`src/hw/rtl/tsjq_pkg.sv`:
```
// Shared types and constants for the touch sample jump qualifier.
package tsjq_pkg;

    localparam int COORD_BITS    = 12;
    localparam int PRESS_BITS    = 12;
    localparam int SETTING_BITS  = 7;
    localparam int SIZE_BITS     = 12;
    localparam int COUNT_BITS    = 32;
    localparam int HISTORY_DEPTH = 3;
    localparam int CFG_IDX_BITS  = 2;
    localparam int CFG_DATA_BITS = 12;

    localparam logic [SETTING_BITS-1:0] SETTING_MAX         = SETTING_BITS'(100);
    localparam logic [SETTING_BITS-1:0] JUMP_THRESHOLD_INIT = SETTING_BITS'(4);
    localparam logic [SETTING_BITS-1:0] BORDER_WIDTH_INIT   = SETTING_BITS'(0);
    localparam logic [SIZE_BITS-1:0]    SCREEN_WIDTH_INIT   = SIZE_BITS'(800);
    localparam logic [SIZE_BITS-1:0]    SCREEN_HEIGHT_INIT  = SIZE_BITS'(480);

    typedef enum logic [CFG_IDX_BITS-1:0] {
        CFG_JUMP_THRESHOLD = 2'd0,
        CFG_BORDER_WIDTH   = 2'd1,
        CFG_SCREEN_WIDTH   = 2'd2,
        CFG_SCREEN_HEIGHT  = 2'd3
    } cfg_idx_t;

    typedef struct packed {
        logic [COORD_BITS-1:0] pos_x;
        logic [COORD_BITS-1:0] pos_y;
        logic [PRESS_BITS-1:0] pressure;
    } sample_beat_t;

    typedef struct packed {
        logic                  outside;
        logic                  jump;
        logic                  pen_released;
        logic [COUNT_BITS-1:0] sample_total;
        logic [COUNT_BITS-1:0] outside_total;
        logic [COUNT_BITS-1:0] jump_total;
    } result_beat_t;

    typedef struct packed {
        logic [SETTING_BITS-1:0] jump_threshold;
        logic [SETTING_BITS-1:0] border_width;
        logic [SIZE_BITS-1:0]    screen_width;
        logic [SIZE_BITS-1:0]    screen_height;
    } cfg_t;

endpackage

```
`src/hw/rtl/tsjq_cfg_regs.sv`:
```
// Configuration register file for the jump qualifier.
module tsjq_cfg_regs
    import tsjq_pkg::*;
(
    input  logic                     clk,
    input  logic                     rst_n,
    input  logic                     cfg_we,
    input  logic [CFG_IDX_BITS-1:0]  cfg_index,
    input  logic [CFG_DATA_BITS-1:0] cfg_data,
    output cfg_t                     cfg
);

    cfg_t                    cfg_reg;
    cfg_t                    cfg_next;
    logic [SETTING_BITS-1:0] setting_val;

    assign setting_val = cfg_data[SETTING_BITS-1:0];

    always_comb
    begin
        cfg_next = cfg_reg;
        if (cfg_we)
        begin
            case (cfg_idx_t'(cfg_index))
                CFG_JUMP_THRESHOLD:
                begin
                    // out-of-range settings are dropped
                    if (setting_val <= SETTING_MAX)
                        cfg_next.jump_threshold = setting_val;
                end
                CFG_BORDER_WIDTH:
                begin
                    if (setting_val <= SETTING_MAX)
                        cfg_next.border_width = setting_val;
                end
                CFG_SCREEN_WIDTH:  cfg_next.screen_width  = cfg_data[SIZE_BITS-1:0];
                CFG_SCREEN_HEIGHT: cfg_next.screen_height = cfg_data[SIZE_BITS-1:0];
                default:           cfg_next = cfg_reg;
            endcase
        end
    end

    always_ff @(posedge clk or negedge rst_n)
    begin
        if (!rst_n)
        begin
            cfg_reg.jump_threshold <= JUMP_THRESHOLD_INIT;
            cfg_reg.border_width   <= BORDER_WIDTH_INIT;
            cfg_reg.screen_width   <= SCREEN_WIDTH_INIT;
            cfg_reg.screen_height  <= SCREEN_HEIGHT_INIT;
        end
        else
        begin
            cfg_reg <= cfg_next;
        end
    end

    assign cfg = cfg_reg;

endmodule

```
`src/hw/rtl/tsjq_qualifier.sv`:
```
// Border test, coordinate history, jump check and counters.
module tsjq_qualifier
    import tsjq_pkg::*;
(
    input  logic         clk,
    input  logic         rst_n,
    input  logic         advance,
    input  sample_beat_t sample,
    input  cfg_t         cfg,
    output result_beat_t result_next
);

    logic [COORD_BITS-1:0] x_hist_reg  [HISTORY_DEPTH];
    logic [COORD_BITS-1:0] y_hist_reg  [HISTORY_DEPTH];
    logic [COORD_BITS-1:0] x_hist_next [HISTORY_DEPTH];
    logic [COORD_BITS-1:0] y_hist_next [HISTORY_DEPTH];
    logic [COORD_BITS-1:0] x_shift     [HISTORY_DEPTH];
    logic [COORD_BITS-1:0] y_shift     [HISTORY_DEPTH];

    logic [COUNT_BITS-1:0] sample_cnt_reg, sample_cnt_next;
    logic [COUNT_BITS-1:0] outside_cnt_reg, outside_cnt_next;
    logic [COUNT_BITS-1:0] jump_cnt_reg, jump_cnt_next;

    logic                  right_hit, bottom_hit, outside;
    logic                  oldest_set, jump, released;
    logic [COORD_BITS-1:0] d21, d10, d20;
    logic [COORD_BITS-1:0] thresh;

    function automatic logic [COORD_BITS-1:0] abs_gap(
        input logic [COORD_BITS-1:0] a,
        input logic [COORD_BITS-1:0] b
    );
        abs_gap = (a > b) ? (a - b) : (b - a);
    endfunction

    function automatic logic [COORD_BITS-1:0] cheb(
        input logic [COORD_BITS-1:0] xa,
        input logic [COORD_BITS-1:0] ya,
        input logic [COORD_BITS-1:0] xb,
        input logic [COORD_BITS-1:0] yb
    );
        logic [COORD_BITS-1:0] dx;
        logic [COORD_BITS-1:0] dy;
        dx   = abs_gap(xa, xb);
        dy   = abs_gap(ya, yb);
        cheb = (dx > dy) ? dx : dy;
    endfunction

    // limit test is off on an axis whose margin exceeds the screen size
    function automatic logic past_limit(
        input logic [COORD_BITS-1:0]   v,
        input logic [SIZE_BITS-1:0]    size,
        input logic [SETTING_BITS-1:0] border
    );
        logic [SIZE_BITS-1:0] bw;
        logic [SIZE_BITS-1:0] lim;
        bw  = SIZE_BITS'(border);
        lim = size - bw;
        if (bw > size)
            past_limit = 1'b0;
        else
            past_limit = (COORD_BITS'(lim) < v);
    endfunction

    always_comb
    begin
        right_hit  = past_limit(sample.pos_x, cfg.screen_width, cfg.border_width);
        bottom_hit = past_limit(sample.pos_y, cfg.screen_height, cfg.border_width);
        outside    = (sample.pos_x < COORD_BITS'(cfg.border_width))
                  || (sample.pos_y < COORD_BITS'(cfg.border_width))
                  || right_hit || bottom_hit;

        x_shift[0] = sample.pos_x;
        y_shift[0] = sample.pos_y;
        for (int i = 1; i < HISTORY_DEPTH; i++)
        begin
            x_shift[i] = x_hist_reg[i-1];
            y_shift[i] = y_hist_reg[i-1];
        end

        thresh     = COORD_BITS'(cfg.jump_threshold);
        oldest_set = (x_shift[2] != '0) || (y_shift[2] != '0);
        d21        = cheb(x_shift[2], y_shift[2], x_shift[1], y_shift[1]);
        d10        = cheb(x_shift[1], y_shift[1], x_shift[0], y_shift[0]);
        d20        = cheb(x_shift[2], y_shift[2], x_shift[0], y_shift[0]);
        jump       = !outside && oldest_set && (d21 > thresh)
                  && ((d10 > thresh) || (d20 > thresh));
        released   = !outside && (sample.pressure == '0);

        for (int i = 0; i < HISTORY_DEPTH; i++)
        begin
            if (outside)
            begin
                x_hist_next[i] = x_hist_reg[i];
                y_hist_next[i] = y_hist_reg[i];
            end
            else if (released)
            begin
                x_hist_next[i] = '0;
                y_hist_next[i] = '0;
            end
            else
            begin
                x_hist_next[i] = x_shift[i];
                y_hist_next[i] = y_shift[i];
            end
        end

        sample_cnt_next  = sample_cnt_reg + COUNT_BITS'(1);
        outside_cnt_next = outside_cnt_reg + COUNT_BITS'(outside);
        jump_cnt_next    = jump_cnt_reg + COUNT_BITS'(jump);

        result_next.outside       = outside;
        result_next.jump          = jump;
        result_next.pen_released  = released;
        result_next.sample_total  = sample_cnt_next;
        result_next.outside_total = outside_cnt_next;
        result_next.jump_total    = jump_cnt_next;
    end

    always_ff @(posedge clk or negedge rst_n)
    begin
        if (!rst_n)
        begin
            for (int i = 0; i < HISTORY_DEPTH; i++)
            begin
                x_hist_reg[i] <= '0;
                y_hist_reg[i] <= '0;
            end
            sample_cnt_reg  <= '0;
            outside_cnt_reg <= '0;
            jump_cnt_reg    <= '0;
        end
        else if (advance)
        begin
            for (int i = 0; i < HISTORY_DEPTH; i++)
            begin
                x_hist_reg[i] <= x_hist_next[i];
                y_hist_reg[i] <= y_hist_next[i];
            end
            sample_cnt_reg  <= sample_cnt_next;
            outside_cnt_reg <= outside_cnt_next;
            jump_cnt_reg    <= jump_cnt_next;
        end
    end

endmodule

```
`src/hw/rtl/touch_sample_jump_qualifier_core.sv`:
```
// Top level of the touch sample jump qualifier: input stage, qualifier, result stage.
// A sample beat accepted into the input register moves into the result register
// once the result slot is free. Throughput: one sample beat per cycle while the
// result channel does not stall; the input and result registers form a two-entry
// pipeline, so a waiting result blocks new samples only when the input stage is full.
// Reset (rst_n low, async): history and counters cleared, config back to defaults.
module touch_sample_jump_qualifier_core
    import tsjq_pkg::*;
(
    input  logic                     clk,
    input  logic                     rst_n,
    // sample channel
    input  logic                     sample_valid,
    output logic                     sample_stall,
    input  sample_beat_t             sample,
    // result channel
    output logic                     result_valid,
    input  logic                     result_stall,
    output result_beat_t             result,
    // config write port
    input  logic                     cfg_we,
    input  logic [CFG_IDX_BITS-1:0]  cfg_index,
    input  logic [CFG_DATA_BITS-1:0] cfg_data
);

    cfg_t         cfg;
    sample_beat_t in_beat_reg;
    logic         in_valid_reg;
    result_beat_t res_beat_reg;
    logic         res_valid_reg;
    result_beat_t res_beat_next;
    logic         res_free;
    logic         advance;
    logic         in_take;

    tsjq_cfg_regs u_cfg (
        .clk       (clk),
        .rst_n     (rst_n),
        .cfg_we    (cfg_we),
        .cfg_index (cfg_index),
        .cfg_data  (cfg_data),
        .cfg       (cfg)
    );

    // result slot is free when empty or being drained this cycle
    assign res_free     = !res_valid_reg || !result_stall;
    // staged sample moves into the result slot; history/counters commit here
    assign advance      = in_valid_reg && res_free;
    // input stage holds only when its beat cannot move on
    assign sample_stall = in_valid_reg && !res_free;
    assign in_take      = sample_valid && !sample_stall;

    tsjq_qualifier u_qual (
        .clk         (clk),
        .rst_n       (rst_n),
        .advance     (advance),
        .sample      (in_beat_reg),
        .cfg         (cfg),
        .result_next (res_beat_next)
    );

    always_ff @(posedge clk or negedge rst_n)
    begin
        if (!rst_n)
        begin
            in_valid_reg  <= 1'b0;
            res_valid_reg <= 1'b0;
        end
        else
        begin
            if (!sample_stall)
                in_valid_reg <= sample_valid;
            if (res_free)
                res_valid_reg <= in_valid_reg;
        end
    end

    // payload registers, no reset
    always_ff @(posedge clk)
    begin
        if (in_take)
            in_beat_reg <= sample;
        if (advance)
            res_beat_reg <= res_beat_next;
    end

    assign result_valid = res_valid_reg;
    assign result       = res_beat_reg;

endmodule

```
`config.mk`:
```
export PLATFORM = sky130hd
export DESIGN_NAME = touch_sample_jump_qualifier_core
export DESIGN_NICKNAME = d
export VERILOG_FILES = /design/src/hw/rtl/tsjq_pkg.sv /design/src/hw/rtl/tsjq_cfg_regs.sv /design/src/hw/rtl/tsjq_qualifier.sv /design/src/hw/rtl/touch_sample_jump_qualifier_core.sv
export SDC_FILE = /design/constraint.sdc
export NUM_CORES = 1
export LEC_CHECK = 0
export BUFFER_PORTS_ARGS = -buffer_cell sky130_fd_sc_hd__buf_2
export CORE_ASPECT_RATIO = 1.2
export CORE_UTILIZATION = 55
export CTS_CLUSTER_DIAMETER = 100
export DETAILED_ROUTE_END_ITERATION = 7
export HOLD_SLACK_MARGIN = 0.05
export PLACE_DENSITY = 0.74
export SLEW_MARGIN = 20
export SYNTH_ARGS = -nofsm -noshare
export SYNTH_HDL_FRONTEND = slang
export SYNTH_HIERARCHICAL = 1
export SYNTH_SLANG_ARGS = --single-unit
```
`constraint.sdc`:
```
create_clock -name clk -period 11.6 [get_ports clk]
set_input_delay 3.48 -clock clk [delete_from_list [all_inputs] [get_ports clk]]
set_output_delay 3.48 -clock clk [all_outputs]
set_load 0.01 [all_outputs]
```
* Word level (Yosys, flattened, before mapping) *
Index checks and enable logic that the tools add are counted.

word-level totals
  register bits after elaboration = 319
  bits in latches = 0
  bits in writable memories = 0
  ROM bits = 0
  bits of input ports = 55
  output and inout port bits = 101
  word-level logic and storage cells = 104
  memories = 0

cells by class
  add/sub/neg operators = 17
  multiply operators = 0
  div/mod/pow operators = 0
  order comparisons = 19
  equal/unequal tests = 3
  shift operators = 0
  mux-type cells = 15
  bitwise logic cells = 1
  reduce and logical (&&, ||, !) cells = 27

operators by type and width
  kind                                                              number
  12-bit two-way mux                                                13
  12-bit subtractor                                                 12
  12-bit greater-than comparator                                    9
  32-bit by 1-bit adder with 32-bit output                          2
  12-bit by 7-bit greater-than comparator with 1-bit output         3
  32-bit by 1-bit adder with 32-bit output (second input constant)  1
  7-bit by 12-bit greater-than comparator with 1-bit output         2
  12-bit < comparator                                               2
  12-bit by 7-bit < comparator with 1-bit output                    2
  12-bit nonzero test                                               2
  12-bit by 7-bit subtractor with 12-bit output                     2
  12-bit logical NOT                                                1
  7-bit less-or-equal comparator (second input constant)            1
  1-bit logical AND                                                 7
  1-bit logical OR                                                  6
  2-bit AND reduction                                               3
  3-bit AND reduction                                               2
  1-bit logical NOT                                                 5
  2-bit == test (second input constant)                             2
  2-bit by 1-bit == test with 1-bit output (second input constant)  1
  2-bit logical NOT                                                 1
  1-bit two-way mux                                                 2
  1-bit inverter                                                    1

* Logic depth before layout (Yosys ltp) *
Gate-level depths: netlist of run 1.

  depth in word-level cells = 10
  mapped depth = 45
  depth with buffers taken out = 43

* By module *
Netlist of run 1, hierarchy kept.

by module, submodules not included
  module                            times used  cells an instance  area each (um2)  seq. area each (um2)
  tsjq_qualifier                    1           1997               16584.7          3603.5
  touch_sample_jump_qualifier_core  1           143                4146.5           4103.9
  tsjq_cfg_regs                     1           149                1788.0           960.9

* Worst setup path before layout of run 1 *
No wires, ideal clock.

  path type = input port to flip-flop
  from = in result_stall
  to = reg u_qual/x_hist_reg[14] in the netlist's numbering
  library setup time = 83 ps
  arrival time = 11986 ps
  setup slack = -469 ps
  stages on the path = 7
  path buffers = 3
  path through = a21boi_0 -> clkbuf_1 -> inv_1 -> or2_1 -> clkbuf_1 -> clkbuf_1 -> o21ai_0

on the way
  word-level cells in the longest chain between the ends = 4

ends and longest elaborated chain
  element                               RTL line                                text
  start: declaration                    touch_sample_jump_qualifier_core.sv:18  input logic result_stall,
  1-bit logical NOT                     touch_sample_jump_qualifier_core.sv:46  assign res_free = !res_valid_reg || !result_stall;
  1-bit logical OR                      touch_sample_jump_qualifier_core.sv:46
  1-bit logical AND                     touch_sample_jump_qualifier_core.sv:48  assign advance = in_valid_reg && res_free;
  2-bit AND reduction (no source line)  -
  end signal: indexed assignment        tsjq_qualifier.sv:138                   x_hist_reg[i] <= x_hist_next[i];
  end: declaration                      tsjq_qualifier.sv:13                    logic [COORD_BITS-1:0] x_hist_reg [HISTORY_DEPTH];

Every way passes these cells.
A chain may end at the register's enable or synchronous reset.

==> run_summary.xml, run 1 <==
<?xml version="1.0" encoding="UTF-8"?>
<metrics>
  <group name="route">
    <metric name="first_pass_iters" unit="">5</metric>
    <metric name="wl_per_cell" unit="um">19.97</metric>
    <metric name="detailroute.via_count" unit="">17695</metric>
    <metric name="routed_wirelength" unit="mm">58.98</metric>
    <metric name="drc" unit="">0</metric>
    <metric name="via_per_inst" unit="">5.990</metric>
    <metric name="detail_route.iter0.violations" unit="">1136</metric>
    <metric name="postRouteAntennaNets" unit="">0</metric>
  </group>
  <group name="setup_path">
    <metric name="worst_endpoint_data_arrival_time" unit="ps">10080</metric>
    <metric name="slowest_delay" unit="ps">750</metric>
    <metric name="timing_worst_setup_path_type" unit="">reg -&gt; reg</metric>
    <metric name="regToRegSetupSlack" unit="ps">1820</metric>
    <metric name="worst-endpoint-required" unit="ps">11900</metric>
    <metric name="critical_path.startpoint_type" unit="">flop</metric>
    <metric name="critical_path.most_common_cell" unit="">ha_1</metric>
    <metric name="worst_path_max_delay_cell" unit="">o31a_1</metric>
    <metric name="max_fo_critical_path" unit="">20</metric>
    <metric name="crit_path_end_kind" unit="">flop</metric>
  </group>
  <group name="yosys">
    <metric name="synth_edf_count" unit="">135</metric>
    <metric name="synth_top_cells_by_area" unit="">dfrtp_1 20%, edfxtp_1 18%, ha_1 14%</metric>
    <metric name="synth_cell_type_count" unit="">85</metric>
    <metric name="mean_syn_cell_area" unit="um2">9.838</metric>
    <metric name="ys_seq_elements" unit="">319</metric>
    <metric name="synthesis.area" unit="um2">22520</metric>
    <metric name="synth-warning-count" unit="">6</metric>
    <metric name="synth_largest_type_area_fraction" unit="%">19.56</metric>
    <metric name="synth_nets" unit="">2606</metric>
    <metric name="synth_async_sr_flop_share" unit="%">57.68</metric>
    <metric name="syn-instance-count" unit="">2289</metric>
    <metric name="synth_top_flop_cell" unit="">dfrtp_1</metric>
    <metric name="yosys.area.top_type" unit="">dfrtp_1</metric>
    <metric name="synth-seq-area-share" unit="%">38.49</metric>
  </group>
  <group name="global_routing">
    <metric name="grt_overflow_total" unit="">0</metric>
    <metric name="grt_usage" unit="%">28.01</metric>
    <metric name="antenna_violations_before_repair" unit="">0</metric>
    <metric name="first_global_vias" unit="">17283</metric>
    <metric name="grt_start_max_net_pins" unit="">97</metric>
    <metric name="grt_pass1_wl" unit="mm">92.81</metric>
  </group>
  <group name="timing">
    <metric name="tightest_slew" unit="ps">1100</metric>
    <metric name="final.setup.worst_slack" unit="ps">1819</metric>
    <metric name="final-setup-viol-count" unit="">0</metric>
    <metric name="fin_tns_setup" unit="ps">0</metric>
    <metric name="report.final.hold_viol_count" unit="">0</metric>
    <metric name="post-route-min-period" unit="ps">9781</metric>
    <metric name="timing_max_transition_violations_final" unit="">0</metric>
    <metric name="min_period_over_period" unit="%">84.32</metric>
    <metric name="worst_clock_skew" unit="ps">15.36</metric>
    <metric name="rsz0062_at_grt" unit="">false</metric>
    <metric name="timing.slew.headroom" unit="%">26.52</metric>
    <metric name="achievable-frequency" unit="MHz">102.2</metric>
  </group>
  <group name="place">
    <metric name="globalplace.congestion" unit="">0.9354</metric>
    <metric name="port-buffer-count" unit="">155</metric>
    <metric name="pre_cts_slack" unit="ps">1962</metric>
    <metric name="place_hpwl" unit="mm">44.35</metric>
  </group>
  <group name="floorplan">
    <metric name="core-area" unit="um2">40040</metric>
    <metric name="pin_count" unit="">156</metric>
    <metric name="die-width" unit="um">186.7</metric>
    <metric name="design.die.area" unit="um2">41760</metric>
    <metric name="initial_utilization" unit="%">56.24</metric>
    <metric name="die_height" unit="um">223.7</metric>
    <metric name="fp-row-count" unit="">80</metric>
  </group>
  <group name="clock_network">
    <metric name="post_cts_hold_buffer_count" unit="">0</metric>
    <metric name="clock_sink_count" unit="">319</metric>
    <metric name="clock_tree.buffer_depth" unit="">3</metric>
    <metric name="path_clk_slew" unit="ps">60</metric>
    <metric name="postcts_setup_bufs" unit="">0</metric>
    <metric name="clock_latency_on_the_worst_skew_pair" unit="ps">560</metric>
    <metric name="clk_root_buffer_cell" unit="">clkbuf_16</metric>
    <metric name="total_clock_buffers_created_by_cts" unit="">37</metric>
    <metric name="cts_tree" unit="">done</metric>
    <metric name="cts-htree-levels" unit="">2</metric>
    <metric name="cts_resized" unit="">0</metric>
  </group>
  <group name="worst_hold_path">
    <metric name="timing.hold.worst.class" unit="">reg -&gt; reg</metric>
  </group>
  <group name="pwr">
    <metric name="powerDensity" unit="nW/um2">332.9</metric>
    <metric name="cellLeakagePower" unit="nW">11.49</metric>
    <metric name="total_power" unit="W">0.008292</metric>
    <metric name="ir_drop" unit="mV">0.2288</metric>
  </group>
  <group name="cells_and_area">
    <metric name="antenna_cells_inserted" unit="">0</metric>
    <metric name="drive_above_1_share" unit="%">12.80</metric>
    <metric name="num-nets-final" unit="">2709</metric>
    <metric name="flow.area_growth_from_synthesis" unit="%">10.60</metric>
    <metric name="largest_reg_flops" unit="">99</metric>
  </group>
  <group name="flow_run">
    <metric name="drv.max_cap_violation_count" unit="">0</metric>
  </group>
  <group name="outcome">
    <metric name="outcome" unit="">finished, final reports clean</metric>
  </group>
</metrics>
## per-stage QoR
step	instance area, um2	util [%]	hold WS (ps)	std cells
after floorplan	22520	-	458.3	2289
after global placement	23610	58.96	476.9	2885
after detailed placement	23610	58.98	481.8	2885
after CTS	24880	62.14	494.7	2953
after global routing	24910	62.21	508.3	2954
final	24910	62.21	489.0	2954
## synthesized netlist by cell type (15+ instances only)
cell,n
nand3_1,61
o21a_1,27
nand4_1,59
nor3_1,32
edfxtp_1,135
mux2i_1,26
clkbuf_1,59
a21oi_1,131
buf_2,24
inv_1,133
nand2_1,177
o21ai_0,191
ha_1,248
a21o_1,51
mux2_2,42
nand2b_1,21
xnor2_1,157
nor2_1,88
and3_1,46
dfrtp_1,176
nor2b_1,44
o211ai_1,21
nor4_1,15
xor2_1,103
## logic make-up (layout without fill, tap and decap cells)
group	after synthesis	count (layout)	share of synthesized area (%)
and+or+nand+nor	597	597	13.61
adders and majority gates	262	262	15.02
AOI/OAI and AO/OA	546	546	15.02
DFF	319	319	38.49
xor gates and xnor gates	260	260	10.11
muxes	70	70	3.384
buffers and inverters	235	367	4.350
## per-layer routing
metal | wire length [um] | share of wire (%) | up-vias | GRT usage, %
met2 | 28840 | 49 | 621 | 48.74
met4 | 3089 | 5.2 | 0 | 13.93
li1 | - | - | 8422 | -
met3 | 2917 | 4.9 | 132 | 3.791
met1 | 24130 | 41 | 8520 | 34.12
met5 | 0 | 0 | - | 0
## critical path, delay by kind of cell, from the launching register on
kind | cells | cell delay [ps]
fa+ha+maj | 6 | 1520
buf+inv | 3 | 390
flops | 1 | 410
mux | 2 | 740
compound gates | 16 | 3620
xor+xnor | 2 | 590
simple gates | 11 | 2220
## placed cells by master, fill, tap and decap left out, drive strengths merged, types with 12 or more instances in the layout
cell type,netlist,routed
buf,40,165
o21a,28,28
mux2,43,43
clkbuf,62,52
xor2,103,103
ha,248,248
nand4,59,59
o211ai,21,21
nand2,178,178
nand2b,21,21
a21o,52,52
a211oi,13,13
a31oi,12,12
dfrtp,176,176
mux2i,27,27
nand3,62,62
nor2b,44,44
nor4,17,17
o21ai,197,197
edfxtp,135,135
fa,14,14
nor2,88,88
a21oi,132,132
and3,55,55
xnor2,157,157
nor3,33,33
inv,133,135
## worst paths after layout
check                                               start                        end  depth (start not counted)
worst max-delay path                u_qual/y_hist_reg[12]                 result[30]                         40
worst min-delay path            u_qual/sample_cnt_reg[31]  u_qual/sample_cnt_reg[31]                          1
worst max register to register      u_qual/y_hist_reg[12]                 result[30]                         40
worst min register to register  u_qual/sample_cnt_reg[31]  u_qual/sample_cnt_reg[31]                          1
max in group asynchronous                           rst_n              u_cfg/cfg[30]                          2
min in group asynchronous                           rst_n    u_qual/jump_cnt_reg[14]                          1
## final cells by class
class | instances | area (um2)
sequential | 319 | 8668
fill | 3347 | 15130
multi-input combinational | 1735 | 12920
clock inverter | 17 | 224.0
timing repair buffer | 166 | 887.1
clock buffer | 51 | 1041
tap | 533 | 666.9
inverter | 133 | 499.2
## where the power goes
group | internal [W] | total [W] | switching, W
logic | 0.00227 | 0.00548 | 0.00320
registers | 0.00138 | 0.00161 | 0.000231
clock network | 0.000726 | 0.00121 | 0.000482
(Power assumes the default switching activity.)
==> run 2: changes to the inputs <==
Settings changed: PLACE_DENSITY 0.74 to 0.77.
Clock period 11.6 ns to 8.5 ns, I/O delays scaled along.
==> run 2 against run 1 <==
Net effect: maximum frequency up 17%; hold slack gained 3.5 ps; core utilization grew 2.5 points; first-iteration DRC count increased by 21%; sequential share of layout area fell by 1.3 points; sequential cell count unchanged; worst setup slack got worse by 1700 ps; clock power grew 22%; die area unchanged; cell count rose by 3.3%; routed wire length up 3.6%; critical path type unchanged; largest cell class unchanged.
==> run_summary.xml, run 2 (synthesized netlist as in run 1, its figures left out) <==
<?xml version="1.0" encoding="UTF-8"?>
<metrics>
  <group name="timing">
    <metric name="timing_max_transition_violations_final" unit="">0</metric>
    <metric name="final.setup.worst_slack" unit="ps">159.3</metric>
    <metric name="timing.slew.headroom" unit="%">26.10</metric>
    <metric name="min_period_over_period" unit="%">98.13</metric>
    <metric name="rsz0062_at_grt" unit="">true</metric>
    <metric name="worst_clock_skew" unit="ps">28.80</metric>
    <metric name="tightest_slew" unit="ps">1108</metric>
    <metric name="post-route-min-period" unit="ps">8341</metric>
    <metric name="report.final.hold_viol_count" unit="">0</metric>
    <metric name="achievable-frequency" unit="MHz">119.9</metric>
    <metric name="final-setup-viol-count" unit="">0</metric>
  </group>
  <group name="pwr">
    <metric name="proportion_of_power_drawn_by_flip_flops_and_latches" unit="%">17.3</metric>
    <metric name="total_power" unit="W">0.01226</metric>
    <metric name="power_switching_share" unit="%">46.30</metric>
    <metric name="powerDensity" unit="nW/um2">473.6</metric>
    <metric name="clock_power_share" unit="%">12.0</metric>
    <metric name="internal_power" unit="W">0.006584</metric>
    <metric name="cellLeakagePower" unit="nW">11.94</metric>
    <metric name="power.share.combinational" unit="%">70.6</metric>
    <metric name="p_sw" unit="W">0.005677</metric>
    <metric name="ir_drop" unit="mV">0.4801</metric>
  </group>
  <group name="global_routing">
    <metric name="grt_start_max_net_pins" unit="">105</metric>
    <metric name="grt_usage" unit="%">28.57</metric>
    <metric name="first_global_vias" unit="">17510</metric>
    <metric name="grt_pass1_wl" unit="mm">94.63</metric>
    <metric name="antenna_violations_before_repair" unit="">1</metric>
    <metric name="grt_overflow_total" unit="">0</metric>
  </group>
  <group name="worst_hold_path">
    <metric name="timing.hold.worst.class" unit="">reg -&gt; reg</metric>
    <metric name="timing.hold.worst_endpoint" unit="">u_qual/outside_cnt_reg[31]</metric>
    <metric name="timing.hold.worst.start" unit="">u_qual/outside_cnt_reg[31]</metric>
    <metric name="hold_path_depth" unit="">1</metric>
  </group>
  <group name="place">
    <metric name="pre_cts_slack" unit="ps">-296.5</metric>
    <metric name="globalplace.congestion" unit="">0.9433</metric>
    <metric name="port-buffer-count" unit="">155</metric>
    <metric name="place_hpwl" unit="mm">45.24</metric>
  </group>
  <group name="setup_path">
    <metric name="critical_path.most_common_cell" unit="">and3_4</metric>
    <metric name="worst_path_max_delay_cell" unit="">dfrtp_1</metric>
    <metric name="worst-endpoint-required" unit="ps">8800</metric>
    <metric name="worst-r2r-cell-count" unit="">43</metric>
    <metric name="slowest_delay" unit="ps">390</metric>
    <metric name="r2r-end" unit="">result[31]</metric>
    <metric name="timing_worst_setup_path_type" unit="">reg -&gt; reg</metric>
    <metric name="critical_path.startpoint_type" unit="">flop</metric>
    <metric name="crit_path_end_kind" unit="">flop</metric>
    <metric name="timing.rr.start" unit="">u_qual/x_hist_reg[12]</metric>
    <metric name="regToRegSetupSlack" unit="ps">160</metric>
    <metric name="max_fo_critical_path" unit="">5</metric>
    <metric name="worst_endpoint_data_arrival_time" unit="ps">8640</metric>
  </group>
  <group name="cells_and_area">
    <metric name="multiInputGateArea" unit="um2">13310</metric>
    <metric name="drive_above_1_share" unit="%">18.64</metric>
    <metric name="layout.area.seq" unit="um2">8668</metric>
    <metric name="layout_common_cells" unit="">238 x ha_1, 183 x o21ai_0, 177 x nand2_1</metric>
    <metric name="final.fill_count" unit="">3176</metric>
    <metric name="flow.area_growth_from_synthesis" unit="%">14.96</metric>
    <metric name="num-nets-final" unit="">2807</metric>
    <metric name="largest_reg_flops" unit="">99</metric>
    <metric name="layout.cells.most_common" unit="">ha_1</metric>
  </group>
  <group name="floorplan">
    <metric name="design.die.area" unit="um2">41760</metric>
    <metric name="die-width" unit="um">186.7</metric>
    <metric name="die_height" unit="um">223.7</metric>
    <metric name="core-area" unit="um2">40040</metric>
    <metric name="fp-row-count" unit="">80</metric>
    <metric name="initial_utilization" unit="%">56.24</metric>
    <metric name="pin_count" unit="">156</metric>
  </group>
  <group name="route">
    <metric name="wl_per_cell" unit="um">20.02</metric>
    <metric name="routed_wirelength" unit="mm">61.10</metric>
    <metric name="postRouteAntennaNets" unit="">0</metric>
    <metric name="via_per_inst" unit="">5.956</metric>
    <metric name="detail_route.iter0.violations" unit="">1372</metric>
    <metric name="drc" unit="">0</metric>
    <metric name="detailroute.via_count" unit="">18173</metric>
    <metric name="first_pass_iters" unit="">5</metric>
  </group>
  <group name="clock_network">
    <metric name="cts-htree-levels" unit="">2</metric>
    <metric name="cts_tree" unit="">done</metric>
    <metric name="clock_latency_on_the_worst_skew_pair" unit="ps">560</metric>
    <metric name="total_clock_buffers_created_by_cts" unit="">35</metric>
    <metric name="clock_sink_count" unit="">319</metric>
    <metric name="path_clk_slew" unit="ps">60</metric>
    <metric name="clk_root_buffer_cell" unit="">clkbuf_16</metric>
    <metric name="post_cts_hold_buffer_count" unit="">0</metric>
    <metric name="clock_tree.buffer_depth" unit="">3</metric>
  </group>
  <group name="flow_run">
    <metric name="drv.max_cap_violation_count" unit="">0</metric>
  </group>
  <group name="outcome">
    <metric name="outcome" unit="">finished, final reports clean</metric>
  </group>
</metrics>
-- run 2: changes by cell type in the layout (fill, tap and decap cells not counted), sizes merged --
cell      previous run  this run
buf                165       265
clkbuf              52        49
bufinv               4         2
clkinv              10        12
diode                0         2
clkinvlp             1         0
inv                135       134
-- run 2: layer usage --
layer	part of all wire (%)	vias to the layer above	track usage (%)
met3	6.0	110	4.136
met1	43	8857	37.77
met5	0	-	0
li1	-	8591	-
met2	48	615	47.79
met4	3.4	0	10.34
-- run 2: what timing repair did --
item                       CTS  global route
hold endpoints to repair     0             0
setup buffers                1            32
pin swaps                    0            43
setup endpoints to repair    8            28
gates resized for setup      4            90
-- run 2: power groups by stage --
stage / registers [W] / clock network [W] / logic [W]
final: 0.00212 / 0.00148 / 0.00866
after global routing: 0.00215 / 0.00156 / 0.00946
after CTS: 0.00211 / 0.00151 / 0.00776
after detailed placement: 0.00214 / 0 / 0.00766
after global placement: 0.00212 / 0 / 0.00741
after floorplan: 0.00212 / 0 / 0.00558
-- run 2: critical path, delay by kind of cell, from the launching register on --
kind                     cells  cell delay [ps]
AO/OA/AOI/OAI               16             2820
buffers and inverters        5              520
flip-flops                   1              390
XOR/XNOR                     2              380
adder cells (fa/ha/maj)      5             1350
AND/OR/NAND/NOR             14             2290
multiplexers                 1              330
-- run 2: final cells by class --
type                    instances  share of cell area (%)
multi-input cells            1735                   51.41
clock buffers                  48                   3.610
flip-flops and latches        319                   33.48
clock inverters                15                  0.6573
diodes                          2                 0.01933
inverters                     133                   1.938
repair buffers                266                   6.307
well taps                     533                   2.576
-- run 2: worst max path at each step --
stage	startpoint	cells past startpoint	end
3_5_place_dp	u_qual/x_hist_reg[12]	43	result[30]
3_3_place_gp	u_qual/y_hist_reg[15]	37	result[30]
6_report	u_qual/x_hist_reg[12]	43	result[31]
5_1_grt	u_qual/x_hist_reg[12]	43	result[31]
4_1_cts	u_qual/x_hist_reg[12]	40	result[30]
2_1_floorplan	u_qual/x_hist_reg[12]	42	result[30]
-- run 2: per-stage QoR --
step	util (%)	cells	setup TNS [ps]	hold WS [ps]	cell area, um2
3_5_place_dp	60.23	2953	-1397	485.7	24120
2_1_floorplan	-	2289	0	458.3	22520
6_report	64.66	3051	0	492.5	25890
4_1_cts	63.04	3017	-15.07	494.1	25240
5_1_grt	64.65	3050	-1379	526.7	25880
3_3_place_gp	60.23	2953	0	476.1	24120
==> run 3: changes to the inputs <==
Settings changed: CORE_ASPECT_RATIO 1.2 to not set.
==> run 3 against run 2 <==
Net effect: via count increased by 1.0%; critical path depth shrank 4; sequential share of layout area fell by 0.12 points; first-iteration DRC count up 12%; final area rose by 0.36%; sequential power is essentially flat; cell count rose by 0.26%; maximum frequency grew 1.0%; count of clock-buffer cells in the layout up 3; combinational power shrank 3.1%; largest cell class unchanged.
==> run_summary.xml, run 3 (synthesized netlist as in run 1, its figures left out) <==
<?xml version="1.0" encoding="UTF-8"?>
<metrics>
  <group name="outcome">
    <metric name="outcome" unit="">finished, final reports clean</metric>
  </group>
  <group name="clock_network">
    <metric name="path_clk_slew" unit="ps">60</metric>
    <metric name="cts_tree" unit="">done</metric>
    <metric name="clock_latency_on_the_worst_skew_pair" unit="ps">560</metric>
    <metric name="total_clock_buffers_created_by_cts" unit="">36</metric>
    <metric name="clock_tree.buffer_depth" unit="">3</metric>
    <metric name="cts-htree-levels" unit="">2</metric>
    <metric name="clk_root_buffer_cell" unit="">clkbuf_16</metric>
    <metric name="clock_sink_count" unit="">319</metric>
  </group>
  <group name="floorplan">
    <metric name="initial_utilization" unit="%">56.16</metric>
    <metric name="fp-row-count" unit="">73</metric>
    <metric name="core-area" unit="um2">40100</metric>
    <metric name="die-width" unit="um">204.3</metric>
    <metric name="design.die.area" unit="um2">41760</metric>
    <metric name="die_height" unit="um">204.3</metric>
    <metric name="pin_count" unit="">156</metric>
  </group>
  <group name="setup_path">
    <metric name="worst_path_max_delay_cell" unit="">or4_1</metric>
    <metric name="timing_worst_setup_path_type" unit="">reg -&gt; reg</metric>
    <metric name="number_of_buffer_and_inverter_stages_on_the_critical_path" unit="">2</metric>
    <metric name="critical_path.startpoint_type" unit="">flop</metric>
    <metric name="critical_path.most_common_cell" unit="">and3_4</metric>
    <metric name="worst-endpoint-required" unit="ps">8810</metric>
    <metric name="critical-path-top-delay-family" unit="">simple AND/OR/NAND/NOR gates</metric>
    <metric name="max_fo_critical_path" unit="">6</metric>
    <metric name="slowest_delay" unit="ps">580</metric>
    <metric name="worst_endpoint_data_arrival_time" unit="ps">8560</metric>
    <metric name="crit_path_end_kind" unit="">flop</metric>
  </group>
  <group name="route">
    <metric name="wl_per_cell" unit="um">20.26</metric>
    <metric name="postRouteAntennaNets" unit="">0</metric>
    <metric name="via_per_inst" unit="">6.002</metric>
    <metric name="drc" unit="">0</metric>
    <metric name="routed_wirelength" unit="mm">61.98</metric>
    <metric name="detail_route.iter0.violations" unit="">1531</metric>
    <metric name="first_pass_iters" unit="">6</metric>
    <metric name="detailroute.via_count" unit="">18360</metric>
  </group>
  <group name="worst_hold_path">
    <metric name="timing.hold.worst.class" unit="">reg -&gt; reg</metric>
  </group>
  <group name="cells_and_area">
    <metric name="layout_common_cells" unit="">239 x ha_1, 185 x o21ai_0, 177 x nand2_1</metric>
    <metric name="num-nets-final" unit="">2823</metric>
    <metric name="flow.area_growth_from_synthesis" unit="%">15.37</metric>
    <metric name="layout.cells.most_common" unit="">ha_1</metric>
    <metric name="antenna_cells_inserted" unit="">0</metric>
    <metric name="final_cell_area" unit="um2">25980</metric>
    <metric name="drive_above_1_share" unit="%">18.82</metric>
    <metric name="instances_no_fill" unit="">3059</metric>
    <metric name="largest_reg_flops" unit="">99</metric>
    <metric name="final.fill_count" unit="">3175</metric>
  </group>
  <group name="timing">
    <metric name="timing.slew.headroom" unit="%">30.68</metric>
    <metric name="post_route_hold_slack" unit="ps">493.5</metric>
    <metric name="timing_max_transition_violations_final" unit="">0</metric>
    <metric name="final-setup-viol-count" unit="">0</metric>
    <metric name="min_period_over_period" unit="%">97.12</metric>
    <metric name="report.final.hold_viol_count" unit="">0</metric>
    <metric name="tightest_slew" unit="ps">1038</metric>
    <metric name="achievable-frequency" unit="MHz">121.1</metric>
    <metric name="post-route-min-period" unit="ps">8255</metric>
    <metric name="worst_clock_skew" unit="ps">21.44</metric>
  </group>
  <group name="global_routing">
    <metric name="grt_overflow_total" unit="">0</metric>
    <metric name="grt_start_max_net_pins" unit="">110</metric>
    <metric name="antenna_violations_before_repair" unit="">0</metric>
    <metric name="first_global_vias" unit="">17432</metric>
    <metric name="grt_pass1_wl" unit="mm">95.39</metric>
    <metric name="grt_usage" unit="%">29.32</metric>
  </group>
  <group name="pwr">
    <metric name="ir_drop" unit="mV">0.3839</metric>
    <metric name="total_power" unit="W">0.01206</metric>
    <metric name="cellLeakagePower" unit="nW">12.07</metric>
    <metric name="powerDensity" unit="nW/um2">464.2</metric>
  </group>
  <group name="flow_run">
    <metric name="drv.max_cap_violation_count" unit="">0</metric>
  </group>
  <group name="place">
    <metric name="port-buffer-count" unit="">155</metric>
    <metric name="globalplace.congestion" unit="">1.009</metric>
    <metric name="dpl-instance-area" unit="um2">24300</metric>
    <metric name="dpl.cell_count" unit="">2969</metric>
    <metric name="place_hpwl" unit="mm">46.34</metric>
  </group>
</metrics>
## run 3: cell count changes in the layout (fill, tap and decap cells not counted), sizes merged
| cell | before | now |
|---|---|---|
| clkinv | 12 | 8 |
| bufinv | 2 | 1 |
| clkbuf | 49 | 52 |
| clkinvlp | 0 | 3 |
| inv | 134 | 136 |
| diode | 2 | 0 |
| buf | 265 | 280 |
## run 3: routing by layer
| metal | GRT usage, % | routed length [um] | part of all wire, % | up-vias |
|---|---|---|---|---|
| met1 | 40.70 | 27300 | 44 | 8945 |
| met5 | 0 | 0 | 0 | - |
| met3 | 5.182 | 4100 | 6.6 | 119 |
| li1 | - | - | - | 8622 |
| met2 | 45.90 | 28340 | 46 | 674 |
| met4 | 10.45 | 2239 | 3.6 | 0 |
## run 3: final cells by class
type                    count  area (um2)  share of cell area, %
clock buffers              51        1027                  3.954
clock inverters            15       155.1                 0.5972
inverters                 133       499.2                  1.922
multi-input cells        1735       13210                  50.85
flip-flops and latches    319        8668                  33.36
well taps                 525       656.9                  2.528
repair buffers            281        1764                  6.790
## run 3: repair_timing
action                     4_1_cts  5_1_grt
hold buffers                     0        0
cloned                           0        1
gates resized for setup          4       63
pin swaps                        2       39
buffers inserted                 1       22
setup endpoints to repair        8       33
## run 3: metrics by stage
stage	util (%)	setup slack, ps	setup TNS (ps)
6_report	64.80	244.6	0
5_1_grt	64.80	-77.11	-210.2
4_1_cts	63.60	28.86	0
3_5_place_dp	60.60	-196.2	-817.6
3_3_place_gp	60.60	1.969	0
2_1_floorplan	-	34.41	0
## run 3: worst paths after layout
path                                                from                        to  slack, ps  cells after the start
worst max-delay path               u_qual/y_hist_reg[15]                result[30]        240                     39
worst min-delay path            u_qual/sample_cnt_reg[5]  u_qual/sample_cnt_reg[5]        490                      1
worst max register to register     u_qual/y_hist_reg[15]                result[30]        240                     39
worst min register to register  u_qual/sample_cnt_reg[5]  u_qual/sample_cnt_reg[5]        490                      1
max in group asynchronous                          rst_n   u_qual/jump_cnt_reg[13]       5070                      3
min in group asynchronous                          rst_n     u_qual/x_hist_reg[21]       2070                      1
## run 3: where the power goes
part / leakage [nW] / internal (W) / switching, W
sequential: 3.71 / 0.00188 / 0.000248
combinational: 7.79 / 0.00369 / 0.00469
clock: 0.570 / 0.000889 / 0.000660
